**src/rtl/csc_pkg.sv**
```systemverilog
`default_nettype none
package csc_pkg;

    localparam int MAX_DIM_DEF      = 256;
    localparam int MAX_NONZEROS_DEF = 4096;
    localparam int VALUE_WIDTH_DEF  = 32;
    localparam int FRAC_BITS        = 16;

    localparam logic [2:0] OP_COLUMN = 3'd0;
    localparam logic [2:0] OP_ENTRY  = 3'd1;
    localparam logic [2:0] OP_VECTOR = 3'd2;
    localparam logic [2:0] OP_CLEAR  = 3'd3;
    localparam logic [2:0] OP_RUN    = 3'd4;
    localparam logic [2:0] OP_READ   = 3'd5;

    localparam logic [2:0] REG_NUM_ROWS      = 3'd0;
    localparam logic [2:0] REG_NUM_COLUMNS   = 3'd1;
    localparam logic [2:0] REG_INDEX_OFFSET  = 3'd2;
    localparam logic [2:0] REG_TRANSPOSE     = 3'd3;
    localparam logic [2:0] REG_SUBTRACT      = 3'd4;

    typedef struct packed {
        logic [2:0]         op;
        logic [11:0]        slot;
        logic [12:0]        pointer_value;
        logic [8:0]         row_number;
        logic signed [31:0] data_value;
    } item_t;

    typedef struct packed {
        logic signed [31:0] read_value;
        logic               status;
        logic               saturated;
    } result_t;

endpackage
`default_nettype wire

```
**src/rtl/csc_mac.sv**
```systemverilog
`default_nettype none
module csc_mac #(
    parameter int IW = 32,
    parameter int VW = 32
) (
    input  wire logic                 clk,
    input  wire logic                 load,
    input  wire logic signed [IW-1:0] a,
    input  wire logic signed [IW-1:0] b,
    input  wire logic signed [VW-1:0] acc,
    input  wire logic                 sub,
    output logic signed [VW-1:0]      sum,
    output logic                      sat
);

    localparam int PW = 2 * IW;
    localparam int EW = ((PW > VW) ? PW : VW) + 2;
    localparam logic signed [EW-1:0] SMAX = {{(EW-VW+1){1'b0}}, {(VW-1){1'b1}}};
    localparam logic signed [EW-1:0] SMIN = ~SMAX;

    logic signed [PW-1:0] prod_reg;
    logic signed [PW-1:0] shifted;
    logic signed [EW-1:0] total;

    always_ff @(posedge clk)
    begin
        if (load)
        begin
            prod_reg <= a * b;
        end
    end

    always_comb
    begin
        shifted = prod_reg >>> csc_pkg::FRAC_BITS;
        total = sub ? (EW'(acc) - EW'(shifted)) : (EW'(acc) + EW'(shifted));
        sat = 1'b0;
        sum = VW'(total);
        if (total > SMAX)
        begin
            sum = VW'(SMAX);
            sat = 1'b1;
        end
        else if (total < SMIN)
        begin
            sum = VW'(SMIN);
            sat = 1'b1;
        end
    end

endmodule
`default_nettype wire

```
**config.mk**
```make
export PLATFORM = sky130hd
export DESIGN_NAME = csc_mac
export DESIGN_NICKNAME = d
export VERILOG_FILES = /design/src/rtl/csc_pkg.sv /design/src/rtl/csc_mac.sv
export SDC_FILE = /design/constraint.sdc
export NUM_CORES = 2
export LEC_CHECK = 0
export ABC_CLOCK_PERIOD_IN_PS = 10800
export BUFFER_PORTS_ARGS = -buffer_cell sky130_fd_sc_hd__buf_4
export CAP_MARGIN = 20
export CORE_UTILIZATION = 67
export DETAILED_ROUTE_END_ITERATION = 6
export PLACE_DENSITY = 0.95
export SETUP_SLACK_MARGIN = 0.05
export SLEW_MARGIN = 20
export SYNTH_ARGS = -nofsm -noshare
export SYNTH_HDL_FRONTEND = slang
export SYNTH_SLANG_ARGS = --single-unit
```
**constraint.sdc**
```tcl
create_clock -name clk -period 10.8 [get_ports clk]
set_input_delay 0.54 -clock clk [delete_from_list [all_inputs] [get_ports clk]]
set_output_delay 0.54 -clock clk [all_outputs]
set_load 0.01 [all_outputs]
```
==> flow_summary_export.csv <==
group,metric,value,unit
global_routing,antenna_found_initial,9,
setup_path,start_kind,"input pin",
yosys,synthTopCellsByArea,"fa_1 53%, inv_1 9.4%, and2_1 7.6%",
yosys,synth.most_common_cell,"fa_1",
placed_design,hpwl,95000,µm
yosys,synth-simple-area-share,16.2,%
setup_path,slowest_delay,720,ps
yosys,synth_cells,4453,
yosys,netlist_top_cells_count,"1082 x fa_1, 1024 x inv_1, 571 x nand2_1",
placed_design,place.gp.congestion,0.986,
timing,grt_setup_unrepaired,"false",
setup_path,crit_slowest_cell,"inv_1",
yosys,synthAdderAreaFrac,59.9,%
yosys,synth_area_leader_cell,"fa_1",
setup_path,path_delay_family,"adder cells",
setup_path,critPathCaptureType,"register",
yosys,ys.flop_type,"edfxtp_1",
yosys,syn_area,40900,µm²
floorplanning,core,60400,µm²
worst_hold_path,min_from,"load",
clocking,cts_max_level,2,
timing,tightest_slew,971,ps
yosys,async_reset_ff_share,0,%
routing,vias,32100,
timing,period_needed,9130,ps
setup_path,cp_num_buf_inv,4,
timing,max_freq,110,MHz
timing,hold_viol_final,0,
clocking,cts_resized,0,
clocking,hold_buffers,0,
floorplanning,initial_core_util,67.8,%
timing,setup_tns,0,ps
yosys,avgSynthCellArea,9.19,µm²
clocking,cts_tree,"yes",
floorplanning,rows,90,
floorplanning,die_area,62100,µm²
setup_path,crit_required,10850,ps
clocking,clk_pin_slew,70,ps
clocking,cts_num_sinks,48,
timing,maxSlewHeadroom,35.2,%
routing,drcViolationCount,60,
timing,setup_ws,1670,ps
setup_path,cpMostUsedCell,"fa_1",
yosys,synth-compound-area-share,5.81,%
cells_and_area,areaGrowthSynthToFinish,3.19,%
floorplanning,fp.dieH,249,µm
job,maxCapViolations,0,
yosys,synth_fp_nets,5863,
yosys,synthMuxAreaShare,0.0275,%
placed_design,io_buffers,131,
yosys,synth-seq-area-share,3.52,%
cells_and_area,largest_reg_flops,48,
floorplanning,pin_count,132,
placed_design,post-place-ws,1610,ps
cells_and_area,drive_gt1_share,3.72,%
timing,setup_violations,0,
global_routing,overflow,0,
run_status,status,"finished with violations",
global_routing,grt_usage,39.1,%
yosys,synth_cell_types,74,
yosys,synth_edf_count,48,
worst_hold_path,min_path_cells,1,
yosys,netlist.area_leader.share,52.9,%
clocking,cts_buffers,5,
clocking,postCtsSetupBuffers,0,
worst_hold_path,hp-class,"input pin to register",
routing,routed_wl,119000,µm
routing,ant_nets,0,
setup_path,critPathArrivalTime,9180,ps
cells_and_area,num-nets-final,5790,
setup_path,crit_type,"input pin to register",
global_routing,grt_pass1_vias,35300,
clocking,root_buffer,"clkbuf_16",
global_routing,grt_pass1_wl,187000,µm
routing,drtIter0Drc,3740,
yosys,ys_seq_elements,48,
clocking,clock_path_buffers,2,
setup_path,worstPathMaxFanout,24,
run_status,violations,"DRC",
yosys,synth_top_family_by_area,"adder cells",
timing,whs,758,ps
routing,vias_per_cell,6.22,
timing,finalMaxSlewViolations,0,
yosys,synth-xor-area-share,3.12,%
routing,wl_per_cell,23.1,µm
timing,period_share,84.5,%
routing,drt-pass1-iter-count,7,
yosys,ys_warn_count,0,
global_routing,grt_max_degree,49,
worst_hold_path,holdPathEnd,"prod_reg[24]",
cells_and_area,fillers,4001,
floorplanning,die_x,249,µm
metal layers:
layer	track usage [%]	share of wire (%)	vias up
met3	15.9	17	667
met2	60.1	44	2771
met1	48.9	34	15700
met5	0	0.034	-
li1	-	-	13000
met4	17.5	5.4	6
logic make-up (layout without fill, tap and decap cells):
logic type	count (synthesis)	count (layout)
multiplexers	1	1
buffers and inverters	1238	1166
AO/OA/AOI/OAI	371	371
XOR/XNOR	146	146
flip-flops	48	48
adder cells (fa/ha/maj)	1311	1311
AND/OR/NAND/NOR	1338	1338
other	0	3
metrics by stage:
stage          utilization [%]  instances  cell area [µm²]
2_1_floorplan                -       4453            40900
5_1_grt                   70.0       5166            42200
3_3_place_gp              69.7       5155            42100
6_report                  70.0       5166            42200
3_5_place_dp              69.7       5155            42100
4_1_cts                   70.0       5163            42200
cell type report:
type / count / area [µm²] / share of cell area, %
repair buffers: 134 / 1010 / 2.38
diodes: 3 / 7.51 / 0.0178
clock buffers: 6 / 129 / 0.305
inverters: 1024 / 3840 / 9.10
well taps: 782 / 978 / 2.32
flip-flops and latches: 48 / 1440 / 3.41
clock inverters: 2 / 11.3 / 0.0267
multi-input cells: 3167 / 34800 / 82.4
worst max-delay path by stage:
stage                from            to  slack [ps]  cells past startpoint
floorplan            b[2]  prod_reg[63]        2800                     22
detailed placement  b[31]  prod_reg[57]        1610                     25
global placement    b[31]  prod_reg[57]        1830                     25
CTS                 b[31]  prod_reg[57]        1900                     25
global route        a[31]  prod_reg[61]        1450                     29
finish              b[31]  prod_reg[57]        1670                     25
cells in the final DEF, fill, tap and decap left out, drive strengths merged, types with 14 or more instances in the layout:
cell and n:
nor3 29, and2 500, o21ai 92, nand2 571, nand2b 22, a21o 37, a211oi 18, xnor2 108
o21bai 16, nor2 126, ha 229, nand4 17, fa 1082, edfxtp 48, inv 1024, a21oi 118
buf 134, and3 14, xor2 38
Power is not shown: default switching activity piles up to over one toggle a cycle in this logic, so the estimate is an artifact.
